$ cat src/hdl/assert_macros.svh
// assertion helpers included by the receiver rtl
`ifndef ASSERT_MACROS_SVH
`define ASSERT_MACROS_SVH

`ifndef SYNTHESIS

// clocked check, quiet while reset is asserted
`define ASSERT_CLK(label, prop, msg) \
    label: assert property (@(posedge i_clk) disable iff (!i_rst_n) prop) else $error(msg);

// clocked check that also runs through reset
`define ASSERT_RST(label, prop, msg) \
    label: assert property (@(posedge i_clk) prop) else $error(msg);

`else

`define ASSERT_CLK(label, prop, msg)
`define ASSERT_RST(label, prop, msg)

`endif

`endif

$ cat src/hdl/efr_pkg.sv
package efr_pkg;

    // frame geometry
    localparam int PAYLOAD_BYTES = 3;
    localparam int TYPE_COUNT    = 9;

    localparam int ID_W      = (TYPE_COUNT > 1) ? $clog2(TYPE_COUNT) : 1;
    localparam int REM_W     = $clog2(PAYLOAD_BYTES + 2);
    localparam int FRAME_ID_W = 4;

    // type bytes, index is the frame id
    localparam logic [7:0] TYPE_TABLE [16] = '{
        8'h63, 8'h64, 8'h65, 8'h66, 8'h67, 8'h68, 8'h69, 8'h6A,
        8'h62, 8'h6B, 8'h6C, 8'h6D, 8'h6E, 8'h6F, 8'h70, 8'h71
    };

    // configuration register reset values
    localparam logic [7:0] RST_ESCAPE     = 8'd16;
    localparam logic [7:0] RST_BEGIN      = 8'd2;
    localparam logic [7:0] RST_END        = 8'd3;
    localparam logic [7:0] RST_ERROR      = 8'd4;
    localparam logic [8:0] RST_POLY       = 9'd263;
    localparam logic [7:0] RST_DESCRIPTOR = 8'd255;
    localparam logic [7:0] RST_TIMESTAMP  = 8'd254;

    localparam int PADDR_W = 5;

    typedef enum logic [2:0] {
        REG_ESCAPE     = 3'd0,
        REG_BEGIN      = 3'd1,
        REG_END        = 3'd2,
        REG_ERROR      = 3'd3,
        REG_POLY       = 3'd4,
        REG_DESCRIPTOR = 3'd5,
        REG_TIMESTAMP  = 3'd6
    } t_reg_idx;

    typedef enum logic [1:0] {
        PH_IDLE,
        PH_TYPE,
        PH_FRAME
    } t_phase;

    typedef enum logic [2:0] {
        ERR_BEGIN_BUSY   = 3'd0,
        ERR_SHORT        = 3'd1,
        ERR_CRC          = 3'd2,
        ERR_REMOTE       = 3'd3,
        ERR_MIDFRAME     = 3'd4,
        ERR_BAD_ESCAPE   = 3'd5,
        ERR_TOO_LONG     = 3'd6,
        ERR_UNKNOWN_TYPE = 3'd7
    } t_err_kind;

    typedef struct packed {
        logic                  hit;
        logic [ID_W-1:0]       id;
    } t_type_hit;

    typedef struct packed {
        logic                  is_error;
        logic [FRAME_ID_W-1:0] frame_id;
        logic [7:0]            payload_first;
        logic [7:0]            payload_second;
        logic [7:0]            payload_third;
        logic                  is_timestamp;
        t_err_kind             error_kind;
        logic [7:0]            bad_type_byte;
    } t_result;

    // lowest matching id wins
    function automatic t_type_hit type_lookup(input logic [7:0] b);
        t_type_hit h;
        h = '0;
        for (int i = TYPE_COUNT - 1; i >= 0; i--) begin
            if (TYPE_TABLE[i] == b) begin
                h.hit = 1'b1;
                h.id  = ID_W'(i);
            end
        end
        return h;
    endfunction

endpackage

$ cat src/hdl/escaped_frame_receiver_crc8_unit.sv
// Byte-stuffed frame receiver with CRC-8 check. One received byte is taken per
// transfer on the input channel, and at most one record (data or error) leaves
// per input byte on the output channel. The unit sustains one byte per clock
// while the record stream is not stalled: a byte lands in an input register, and
// once the result register can take a record the escape decode, the type table
// compare and a byte-wide unrolled CRC-8 update all finish in one combinational
// pass into the result register, from which the record is presented.
// Input stall rises only while the input register holds a byte and the result
// register is full and stalled.
// Escape, begin, end and error codes, the CRC polynomial and the descriptor
// and timestamp ids are set through the APB port (register i at byte
// address 4*i); write them only while no byte is in flight.
`include "assert_macros.svh"

module escaped_frame_receiver_crc8_unit import efr_pkg::*; (
    input  logic               i_clk,
    input  logic               i_rst_n,

    // received byte stream
    input  logic               i_valid,
    output logic               o_stall,
    input  logic [7:0]         i_rx_byte,

    // record stream
    output logic               o_valid,
    input  logic               i_stall,
    output logic               o_is_error,
    output logic [3:0]         o_frame_id,
    output logic [7:0]         o_payload_first,
    output logic [7:0]         o_payload_second,
    output logic [7:0]         o_payload_third,
    output logic               o_is_timestamp,
    output logic [2:0]         o_error_kind,
    output logic [7:0]         o_bad_type_byte,

    // configuration
    input  logic               psel,
    input  logic               penable,
    input  logic               pwrite,
    input  logic [PADDR_W-1:0] paddr,
    input  logic [31:0]        pwdata,
    output logic [31:0]        prdata,
    output logic               pready
);

    // one unrolled byte of the bitwise crc, 9-bit working register
    function automatic logic [7:0] crc_step(input logic [7:0] crc,
                                            input logic [7:0] din,
                                            input logic [8:0] poly);
        logic [8:0] r;
        r = {1'b0, crc};
        for (int i = 0; i < 8; i++) begin
            r = {r[7:0], din[7-i]};
            if (r[8]) begin
                r = r ^ poly;
            end
        end
        return r[7:0];
    endfunction

    // ------------------------------------------------------------------
    // configuration registers
    // ------------------------------------------------------------------
    logic [7:0] r_escape, r_begin, r_end, r_errc, r_desc_id, r_ts_id;
    logic [8:0] r_poly;
    logic       cfg_wr;
    t_reg_idx   cfg_idx;

    assign pready  = 1'b1;
    assign cfg_wr  = psel && penable && pwrite && pready;
    assign cfg_idx = t_reg_idx'(paddr[PADDR_W-1:2]);

    always_ff @(posedge i_clk) begin
        if (!i_rst_n) begin
            r_escape  <= RST_ESCAPE;
            r_begin   <= RST_BEGIN;
            r_end     <= RST_END;
            r_errc    <= RST_ERROR;
            r_poly    <= RST_POLY;
            r_desc_id <= RST_DESCRIPTOR;
            r_ts_id   <= RST_TIMESTAMP;
        end else if (cfg_wr) begin
            case (cfg_idx)
                REG_ESCAPE:     r_escape  <= pwdata[7:0];
                REG_BEGIN:      r_begin   <= pwdata[7:0];
                REG_END:        r_end     <= pwdata[7:0];
                REG_ERROR:      r_errc    <= pwdata[7:0];
                REG_POLY:       r_poly    <= pwdata[8:0];
                REG_DESCRIPTOR: r_desc_id <= pwdata[7:0];
                REG_TIMESTAMP:  r_ts_id   <= pwdata[7:0];
                default: ;  // unmapped address, write dropped
            endcase
        end
    end

    always_comb begin
        case (cfg_idx)
            REG_ESCAPE:     prdata = {24'd0, r_escape};
            REG_BEGIN:      prdata = {24'd0, r_begin};
            REG_END:        prdata = {24'd0, r_end};
            REG_ERROR:      prdata = {24'd0, r_errc};
            REG_POLY:       prdata = {23'd0, r_poly};
            REG_DESCRIPTOR: prdata = {24'd0, r_desc_id};
            REG_TIMESTAMP:  prdata = {24'd0, r_ts_id};
            default:        prdata = '0;
        endcase
    end

    // ------------------------------------------------------------------
    // input register and flow control
    // ------------------------------------------------------------------
    logic       r_in_valid;
    logic [7:0] r_in_byte;
    logic       r_out_valid;
    t_result    r_out;
    logic       advance;      // byte in the input register is processed
    logic       in_xfer;

    assign advance = r_in_valid && (!r_out_valid || !i_stall);
    assign o_stall = r_in_valid && !advance;
    assign in_xfer = i_valid && !o_stall;

    always_ff @(posedge i_clk) begin
        if (!i_rst_n) begin
            r_in_valid <= 1'b0;
        end else if (in_xfer) begin
            r_in_valid <= 1'b1;
        end else if (advance) begin
            r_in_valid <= 1'b0;
        end
    end

    always_ff @(posedge i_clk) begin
        if (in_xfer) begin
            r_in_byte <= i_rx_byte;
        end
    end

    // ------------------------------------------------------------------
    // receiver state
    // ------------------------------------------------------------------
    logic             r_esc, n_esc;
    t_phase           r_phase, n_phase;
    logic [REM_W-1:0] r_rem, n_rem;
    logic [ID_W-1:0]  r_id, n_id;
    logic [7:0]       r_crc, n_crc;
    logic [7:0]       r_pay [PAYLOAD_BYTES];

    // escape decode, command codes tested begin, end, error, literal
    logic       b_is_esc, esc_start;
    logic       cmd_begin, cmd_end, cmd_err, cmd_lit, cmd_bad;
    logic       plain;
    t_type_hit  type_hit;
    logic       in_type, in_frame, rem_zero;
    logic       pay_wr;
    logic [REM_W-1:0] pay_pos;

    assign b_is_esc  = (r_in_byte == r_escape);
    assign esc_start = !r_esc && b_is_esc;
    assign cmd_begin = r_esc && (r_in_byte == r_begin);
    assign cmd_end   = r_esc && !cmd_begin && (r_in_byte == r_end);
    assign cmd_err   = r_esc && !cmd_begin && !cmd_end && (r_in_byte == r_errc);
    assign cmd_lit   = r_esc && !cmd_begin && !cmd_end && !cmd_err && b_is_esc;
    assign cmd_bad   = r_esc && !cmd_begin && !cmd_end && !cmd_err && !b_is_esc;
    assign plain     = (!r_esc && !b_is_esc) || cmd_lit;

    assign type_hit  = type_lookup(r_in_byte);
    assign in_type   = plain && (r_phase == PH_TYPE);
    assign in_frame  = plain && (r_phase == PH_FRAME);
    assign rem_zero  = (r_rem == '0);

    // payload slot of this byte, the crc byte has no slot
    assign pay_pos = REM_W'(PAYLOAD_BYTES + 1) - r_rem;
    assign pay_wr  = advance && in_frame && (r_rem > REM_W'(1));

    // next state
    always_comb begin
        n_esc   = esc_start;
        n_phase = r_phase;
        n_rem   = r_rem;
        n_id    = r_id;
        n_crc   = r_crc;
        if (cmd_begin) begin
            n_phase = PH_TYPE;
        end else if (cmd_end || cmd_err || cmd_bad) begin
            n_phase = PH_IDLE;
        end else if (in_type) begin
            if (type_hit.hit) begin
                n_phase = PH_FRAME;
                n_id    = type_hit.id;
                n_rem   = REM_W'(PAYLOAD_BYTES + 1);
                n_crc   = r_in_byte;     // type byte seeds the crc
            end else begin
                n_phase = PH_IDLE;
            end
        end else if (in_frame) begin
            if (rem_zero) begin
                n_phase = PH_IDLE;
            end else begin
                n_rem = r_rem - REM_W'(1);
                n_crc = crc_step(r_crc, r_in_byte, r_poly);
            end
        end
    end

    always_ff @(posedge i_clk) begin
        if (!i_rst_n) begin
            r_esc   <= 1'b0;
            r_phase <= PH_IDLE;
            r_rem   <= '0;
            r_id    <= '0;
            r_crc   <= '0;
        end else if (advance) begin
            r_esc   <= n_esc;
            r_phase <= n_phase;
            r_rem   <= n_rem;
            r_id    <= n_id;
            r_crc   <= n_crc;
        end
    end

    // payload store, every slot is rewritten before a data record reads it
    always_ff @(posedge i_clk) begin
        for (int k = 0; k < PAYLOAD_BYTES; k++) begin
            if (pay_wr && (pay_pos == REM_W'(k))) begin
                r_pay[k] <= r_in_byte;
            end
        end
    end

    // ------------------------------------------------------------------
    // record build
    // ------------------------------------------------------------------
    t_result n_out;
    logic    n_out_valid;
    logic [7:0] pay_out [3];

    always_comb begin
        for (int k = 0; k < 3; k++) begin
            pay_out[k] = '0;
            if (k < PAYLOAD_BYTES) begin
                pay_out[k] = r_pay[k];
            end
        end
    end

    always_comb begin
        n_out       = '0;
        n_out_valid = 1'b0;
        if (cmd_begin) begin
            if (r_phase != PH_IDLE) begin
                n_out_valid      = 1'b1;
                n_out.is_error   = 1'b1;
                n_out.error_kind = ERR_BEGIN_BUSY;
            end
        end else if (cmd_end) begin
            if (r_phase != PH_FRAME || !rem_zero) begin
                n_out_valid      = 1'b1;
                n_out.is_error   = 1'b1;
                n_out.error_kind = ERR_SHORT;
            end else if (r_crc != '0) begin
                n_out_valid      = 1'b1;
                n_out.is_error   = 1'b1;
                n_out.error_kind = ERR_CRC;
            end else if (8'(r_id) != r_desc_id) begin
                // descriptor frames are dropped silently
                n_out_valid          = 1'b1;
                n_out.frame_id       = FRAME_ID_W'(r_id);
                n_out.payload_first  = pay_out[0];
                n_out.payload_second = pay_out[1];
                n_out.payload_third  = pay_out[2];
                n_out.is_timestamp   = (8'(r_id) == r_ts_id);
            end
        end else if (cmd_err) begin
            n_out_valid      = 1'b1;
            n_out.is_error   = 1'b1;
            n_out.error_kind = (r_phase == PH_IDLE) ? ERR_REMOTE : ERR_MIDFRAME;
        end else if (cmd_bad) begin
            n_out_valid      = 1'b1;
            n_out.is_error   = 1'b1;
            n_out.error_kind = ERR_BAD_ESCAPE;
        end else if (in_type && !type_hit.hit) begin
            n_out_valid         = 1'b1;
            n_out.is_error      = 1'b1;
            n_out.error_kind    = ERR_UNKNOWN_TYPE;
            n_out.bad_type_byte = r_in_byte;
        end else if (in_frame && rem_zero) begin
            n_out_valid      = 1'b1;
            n_out.is_error   = 1'b1;
            n_out.error_kind = ERR_TOO_LONG;
        end
    end

    // result register, emptied when its transfer completes
    always_ff @(posedge i_clk) begin
        if (!i_rst_n) begin
            r_out_valid <= 1'b0;
        end else if (advance) begin
            r_out_valid <= n_out_valid;
        end else if (!i_stall) begin
            r_out_valid <= 1'b0;
        end
    end

    always_ff @(posedge i_clk) begin
        if (advance) begin
            r_out <= n_out;
        end
    end

    assign o_valid          = r_out_valid;
    assign o_is_error       = r_out.is_error;
    assign o_frame_id       = r_out.frame_id;
    assign o_payload_first  = r_out.payload_first;
    assign o_payload_second = r_out.payload_second;
    assign o_payload_third  = r_out.payload_third;
    assign o_is_timestamp   = r_out.is_timestamp;
    assign o_error_kind     = r_out.error_kind;
    assign o_bad_type_byte  = r_out.bad_type_byte;

    // ------------------------------------------------------------------
    // checks
    // ------------------------------------------------------------------
    `ASSERT_RST(a_reset_empty, !i_rst_n |=> !r_in_valid && !r_out_valid, "pipe not empty after reset")
    `ASSERT_CLK(a_esc_once, advance && r_esc |=> !r_esc, "escape pending survived its command byte")
    `ASSERT_CLK(a_begin_type, advance && cmd_begin |=> r_phase == PH_TYPE, "begin did not open a frame")
    `ASSERT_CLK(a_rem_range, r_phase == PH_FRAME |-> r_rem <= REM_W'(PAYLOAD_BYTES + 1), "byte count out of range")
    `ASSERT_CLK(a_data_clean, r_out_valid && !r_out.is_error |-> r_out.bad_type_byte == '0, "data record carries error fields")
    `ASSERT_CLK(a_new_from_advance, r_out_valid && !$past(r_out_valid) |-> $past(advance), "record appeared without a processed byte")

endmodule

$ cat config.mk
export PLATFORM = sky130hd
export DESIGN_NAME = escaped_frame_receiver_crc8_unit
export DESIGN_NICKNAME = d
export VERILOG_FILES = /design/src/hdl/efr_pkg.sv /design/src/hdl/escaped_frame_receiver_crc8_unit.sv
export VERILOG_INCLUDE_DIRS = /design/src /design/src/hdl
export SDC_FILE = /design/constraint.sdc
export NUM_CORES = 1
export LEC_CHECK = 0
export ABC_AREA = 0
export BUFFER_PORTS_ARGS = -buffer_cell sky130_fd_sc_hd__buf_4
export CELL_PAD_IN_SITES_DETAIL_PLACEMENT = 1
export CELL_PAD_IN_SITES_GLOBAL_PLACEMENT = 2
export CORE_UTILIZATION = 33
export CTS_CLUSTER_DIAMETER = 200
export DETAILED_ROUTE_END_ITERATION = 7
export PLACE_DENSITY_LB_ADDON = 0.12
export SYNTH_ARGS = -nofsm -noshare
export SYNTH_HDL_FRONTEND = slang
export SYNTH_SLANG_ARGS = --single-unit
export TNS_END_PERCENT = 10
$ cat constraint.sdc
create_clock -name i_clk -period 4.1 [get_ports i_clk]
set_input_delay 0 -clock i_clk [delete_from_list [all_inputs] [get_ports i_clk]]
set_output_delay 0 -clock i_clk [all_outputs]
set_load 0.01 [all_outputs]
Word level (Yosys, flattened, before mapping)
Memory sizes are Yosys's and may differ from the RTL's. A register that Yosys moved wholly into a read port is not among the register bits.
Index checks and enable logic that the tools add are counted.
{"block": "classes", "n_div": 0, "n_eq_ne": 29, "order_cmp": 1, "muxes": 105, "add_sub_neg": 2, "n_shift": 0, "multipliers": 0, "n_reduce_logical": 64, "n_bitwise": 13}
{"operator": "8-bit 2-to-1 mux", "count": 49}
{"operator": "7-bit by 8-bit equality test with 1-bit output, first input constant", "count": 9}
{"operator": "8-bit XOR", "count": 8}
{"operator": "9-bit one-hot mux with 7 select lines", "count": 1}
{"operator": "5-bit 2-to-1 mux", "count": 9}
{"operator": "8-bit equality test", "count": 4}
{"operator": "3-bit 2-to-1 mux", "count": 10}
{"operator": "1-bit 2-to-1 mux", "count": 26}
{"operator": "1-bit logical AND", "count": 24}
{"operator": "2-bit 2-to-1 mux", "count": 10}
{"operator": "8-bit OR reduction", "count": 2}
{"operator": "2-bit AND reduction", "count": 7}
{"operator": "1-bit logical NOT", "count": 11}
{"operator": "5-bit OR reduction", "count": 2}
{"operator": "3-bit by 2-bit equality test with 1-bit output, second input constant", "count": 3}
{"operator": "3-bit equality test, second input constant", "count": 3}
{"operator": "3-bit logical NOT", "count": 3}
{"operator": "4-bit by 8-bit equality test with 1-bit output", "count": 1}
{"operator": "4-bit by 8-bit inequality test with 1-bit output", "count": 1}
{"operator": "4-bit nonzero test", "count": 2}
{"operator": "8-bit nonzero test", "count": 1}
{"operator": "3-bit by 1-bit equality test with 1-bit output, second input constant", "count": 2}
{"operator": "2-bit inequality test, second input constant", "count": 3}
{"operator": "6-bit AND reduction", "count": 1}
{"operator": "other kinds (12)", "count": 22}
{"block": "totals", "out_inout_bits": 76, "regBits": 102, "mem_count": 1, "in_bits": 52, "latch_bits": 0, "mem_bits_ro": 0, "word_cells": 235, "ramBits": 24}
{"memory": "r_pay", "depth": 3, "word_bits": 8, "rd": 3, "rd_clocked_by_memory_dff": 3, "write_ports": 1, "line_no": "escaped_frame_receiver_crc8_unit.sv:147", "text": "logic [7:0] r_pay [PAYLOAD_BYTES];"}

Logic depth before layout (Yosys ltp)
{"block": "logic_depth", "word_depth": 64, "mapped_depth": 16, "ltp_nobuf": 13}

Least setup slack after synthesis
Ideal clock, no wire load.
{"block": "synth_timing", "kind": "reg2reg", "from": "reg r_poly[7]", "to": "reg r_crc[1]", "period_less_slack_ps": 3778, "setup_time_ps": 119, "n_path_buf": 1, "required_ps": 3981, "stages_incl_launch_ff": 15, "arrival_ps": 3659, "setup_slack_ps": 322, "path_cell_list": "dfxtp_1 > buf_6 > mux2_4 > a221oi_4 > xor2_2 > nand3_2 > o2111a_1 > o31a_1 > or3_1 > and3_1 > o21ai_2 > xor2_4 > mux4_2 > o2111ai_1 > nor2_1"}
{"block": "synth_via", "elab_chain_len": 52, "word_cells_on_any_way": 54, "classes_between": "mux (46); bitwise (8)"}
{"element": "start: declaration", "line_no": "escaped_frame_receiver_crc8_unit.sv:65", "text": "logic [8:0] r_poly;"}
{"element": "start signal: assignment", "line_no": "escaped_frame_receiver_crc8_unit.sv:88", "text": "REG_POLY: r_poly <= pwdata[8:0];"}
{"element": "8-bit XOR", "line_no": "escaped_frame_receiver_crc8_unit.sv:55", "text": "r = r ^ poly;"}
{"element": "8-bit 2-to-1 mux", "line_no": "escaped_frame_receiver_crc8_unit.sv:54", "text": "if (r[8]) begin"}
{"element": "8-bit 2-to-1 mux", "line_no": "escaped_frame_receiver_crc8_unit.sv:197", "text": "if (rem_zero) begin"}
{"element": "8-bit 2-to-1 mux", "line_no": "escaped_frame_receiver_crc8_unit.sv:196", "text": "end else if (in_frame) begin"}
{"element": "8-bit 2-to-1 mux", "line_no": "escaped_frame_receiver_crc8_unit.sv:187", "text": "end else if (in_type) begin"}
{"element": "8-bit 2-to-1 mux", "line_no": "escaped_frame_receiver_crc8_unit.sv:185", "text": "end else if (cmd_end || cmd_err || cmd_bad) begin"}
{"element": "8-bit 2-to-1 mux", "line_no": "escaped_frame_receiver_crc8_unit.sv:183", "text": "if (cmd_begin) begin"}
{"element": "8-bit 2-to-1 mux", "line_no": "escaped_frame_receiver_crc8_unit.sv:54"}
{"element": "[... 36 more ...]"}
{"element": "8-bit 2-to-1 mux *", "line_no": "escaped_frame_receiver_crc8_unit.sv:187"}
{"element": "8-bit 2-to-1 mux *", "line_no": "escaped_frame_receiver_crc8_unit.sv:185"}
{"element": "8-bit 2-to-1 mux *", "line_no": "escaped_frame_receiver_crc8_unit.sv:183"}
{"element": "8-bit XOR / 8-bit 2-to-1 mux (equally long branches)", "line_no": "escaped_frame_receiver_crc8_unit.sv:55, escaped_frame_receiver_crc8_unit.sv:183"}
{"element": "8-bit 2-to-1 mux *", "line_no": "escaped_frame_receiver_crc8_unit.sv:54"}
{"element": "8-bit 2-to-1 mux *", "line_no": "escaped_frame_receiver_crc8_unit.sv:197"}
{"element": "8-bit 2-to-1 mux *", "line_no": "escaped_frame_receiver_crc8_unit.sv:196"}
{"element": "8-bit 2-to-1 mux *", "line_no": "escaped_frame_receiver_crc8_unit.sv:187"}
{"element": "end signal: assignment", "line_no": "escaped_frame_receiver_crc8_unit.sv:218", "text": "r_crc <= n_crc;"}
{"element": "end: declaration", "line_no": "escaped_frame_receiver_crc8_unit.sv:146", "text": "logic [7:0] r_crc, n_crc;"}
Every way passes the cells marked *; elsewhere a longest branch is shown, timed or not. The select of a mux whose other input is x is not followed.
A chain may end at the register's enable or synchronous reset.

Worst setup path after layout
Ends and elaborated chain as after synthesis.

==> metrics.txt <==
core region area=25300 sq um; r2r startpoint=r_poly[7]$_SDFFE_PN0P_; HP Class=input port to flop; CP max stage delay=about 0.52 ns; hpwl dp=about 18 mm; worst-case clock buffer depth=2; Remaining DRCs=0; Detailed Routing Iterations Pass 1=4; Final Cycle Share=0.952; CTS tree=yes; outcome=complete, no violations; Largest regs=r_pay: 24 flops, r_poly: 9 flops; Reg with most FFs=r_pay; Initial Util=0.338; CTS Root Cell=clkbuf_16; CP Max Fanout=7; Antenna diodes=0; Routed Antenna Nets=0; WP data required=roughly 4.4 ns; cells after synthesis=869; H-Tree Depth=4; Worst Min Path Start=i_rst_n; GRT met3 Usage=0.0232; met2 GRT Util=0.341; antenna violations before repair=1; Max VDD drop=~0.23 mV; PD cells=between 300 and 400 nW/um^2; Post-synth EDFFs=between 70 and 80; Area after DPL=around 9500 sq um; DR vias=6546; busiest grt layer=met2; sequential element share of the synthesized area=0.438; setup TNS=0 ns; largest net degree at the start of global routing=81; CP delay by family, top=simple AND/OR/NAND/NOR gates; total CTS buffers=17; DR WL/cell=about 19 microns; area added between synthesis and finish=20.5%; Core Rows=58; Max Cap Viol=0; Buf/Inv on CP=0; mean post-synth cell area=roughly 9.8 sq um; GRT Overall Usage=0.194; fin area=roughly 10000 sq um; Worst Setup Start Kind=flop; vias in the first global route=between 6000 and 7000; Detailed Route Iter0 Violations=330; relative slew slack=0.182; Pwr Total=about 3.4 mW; Clock Sinks=150; Die Y=around 160 microns; routability congestion estimate=about 0.82; Leak Pwr=roughly 3.8 nW; final slew viol count=0; Final setup viols=0; port bufs=78; critical path's slowest cell=mux4_2; die span in x=about 160 microns; CP cell instances=or2_2, a21oi_1, or4_4, nand2_1, o2111a_1, o31a_1, or3_1, and3_1, o21ai_2, xor2_4, mux4_2, o2111ai_1, nor2_1; met1 GRT Util=0.245; Vias/cell=approximately 5; post-route minimum period=about 3.9 ns; Hold Vio Cnt, Final=0; Ys Warns=0; I/O pin count=approximately 130; Remaining Overflow, GRT=0; RSZ-0062 raised after global routing=no; flops & latches, synth=150; placed cells=roughly 1300; DRT Wirelength=~25 mm; Worst-Skew Late Latency=about 0.43 ns; Synth cell types=75; Most used DFF post-synth=dfxtp_1; max frequency=between 200 and 300 MHz; number of flip-flops in the largest register=24; critical path class=flop to flop; Critical Path Start=r_poly[7]$_SDFFE_PN0P_; critical path endpoint category=flop; clock skew=between 0.01 and 0.015 ns; Finished Layout Cells=1309; layout cell share with drive strength beyond 1=0.186; Reg clk slew, reported paths=~0.07 ns; Util after Layout=0.407; CP arrival=roughly 4.2 ns; Worst-Margin Slew=1.22 ns; mapped cell area=8520 sq um; overall die area=26500 sq um; Post-synth ARST share=0; Nets=around 1000; first-pass GRT wire length=between 30 and 40 mm
-- where the power goes --
group	switching (mW)	leakage, nW	internal (mW)
registers	0.0184	1.32	1.59
clock network	0.686	0.270	0.849
logic	0.140	2.25	0.112
-- logic make-up (layout without fill, tap and decap cells) --
kind of cell,count (synthesis),in the layout,share of synthesized area
adders and majority gates,6,6,0.00881
muxes,70,70,0.0926
and+or+nand+nor,327,327,0.199
DFF,150,150,0.438
other,2,24,0.000881
xor gates and xnor gates,94,94,0.107
buffers and inverters,97,185,0.0552
AOI/OAI and AO/OA,123,123,0.0985
-- final cells by class --
class | count | area [sq um]
Clock buffer | 17 | 425
Clock inverter | 14 | 143
Fill cell | 2890 | 15000
Inverter | 16 | 60.1
Multi-Input combinational cell | 644 | 4410
Sequential cell | 150 | 3740
Tap cell | 330 | 413
Timing Repair Buffer | 138 | 1080
-- cell usage in the layout, fill, tap and decap left out, drive strengths merged, types with 24 or more instances in the layout --
master  count
xnor2      66
dfxtp      77
xor2       24
nor2       25
o21ai      33
nand2     118
nor2b      48
conb       24
buf       119
mux2i      56
a21oi      31
edfxtp     73
and2       41
-- synth_stat cells, drive strengths merged (5+ instances only) --
| cell type | number | share of area |
|---|---|---|
| nand3 | 21 | 0.013 |
| edfxtp | 73 | 0.26 |
| mux2 | 8 | 0.011 |
| o211ai | 5 | 0.0044 |
| buf | 34 | 0.027 |
| ha | 6 | 0.0088 |
| or3 | 10 | 0.0073 |
| nand2b | 8 | 0.0059 |
| nor3 | 11 | 0.0065 |
| inv | 15 | 0.0066 |
| xnor2 | 66 | 0.069 |
| mux2i | 56 | 0.066 |
| clkbuf | 47 | 0.021 |
| dfxtp | 77 | 0.18 |
| nand2 | 118 | 0.052 |
| a21boi | 7 | 0.0062 |
| and2 | 41 | 0.030 |
| nor2b | 48 | 0.035 |
| nor2 | 25 | 0.011 |
| and3 | 10 | 0.0073 |
| a32oi | 5 | 0.0051 |
| mux4 | 6 | 0.016 |
| nor4 | 7 | 0.0059 |
| xor2 | 24 | 0.028 |
| nand4 | 10 | 0.0073 |
| o21ai | 33 | 0.020 |
| a21oi | 31 | 0.018 |
-- per-layer routing --
| layer | part of all wire | up-vias | routed length [microns] |
|---|---|---|---|
| met5 | 0 | - | 0 |
| met1 | 0.46 | 3220 | 11500 |
| met3 | 0.026 | 23 | 644 |
| met4 | 0.017 | 0 | 413 |
| li1 | - | 3176 | - |
| met2 | 0.50 | 127 | 12400 |
-- worst paths after layout --
path / to / slack, ns / depth (start not counted)
worst max-delay path: r_crc[1]$_SDFFE_PN0P_ / 0.20 / 13
worst min-delay path: r_ts_id[2]$_SDFFE_PN1P_ / 0.10 / 2
worst max register to register: r_crc[1]$_SDFFE_PN0P_ / 0.20 / 13
worst min register to register: o_valid$_SDFFE_PN0P_ / 0.50 / 2
-- through the flow --
step	hold WS [ns]	worst slack, ns
floorplan	0.0989	0.322
global placement	0.184	0.224
detailed placement	0.182	0.142
CTS	0.0938	0.126
global route	0.124	0.000448
finish	0.101	0.197
-- what timing repair did --
item                       4_1_cts  5_1_grt
gates resized for setup          0        4
buffers inserted                 0        0
hold buffers                    19        0
setup endpoints to repair        0        5
hold endpoints to repair        67        0
Note: power is estimated with default switching activity, not from simulation.
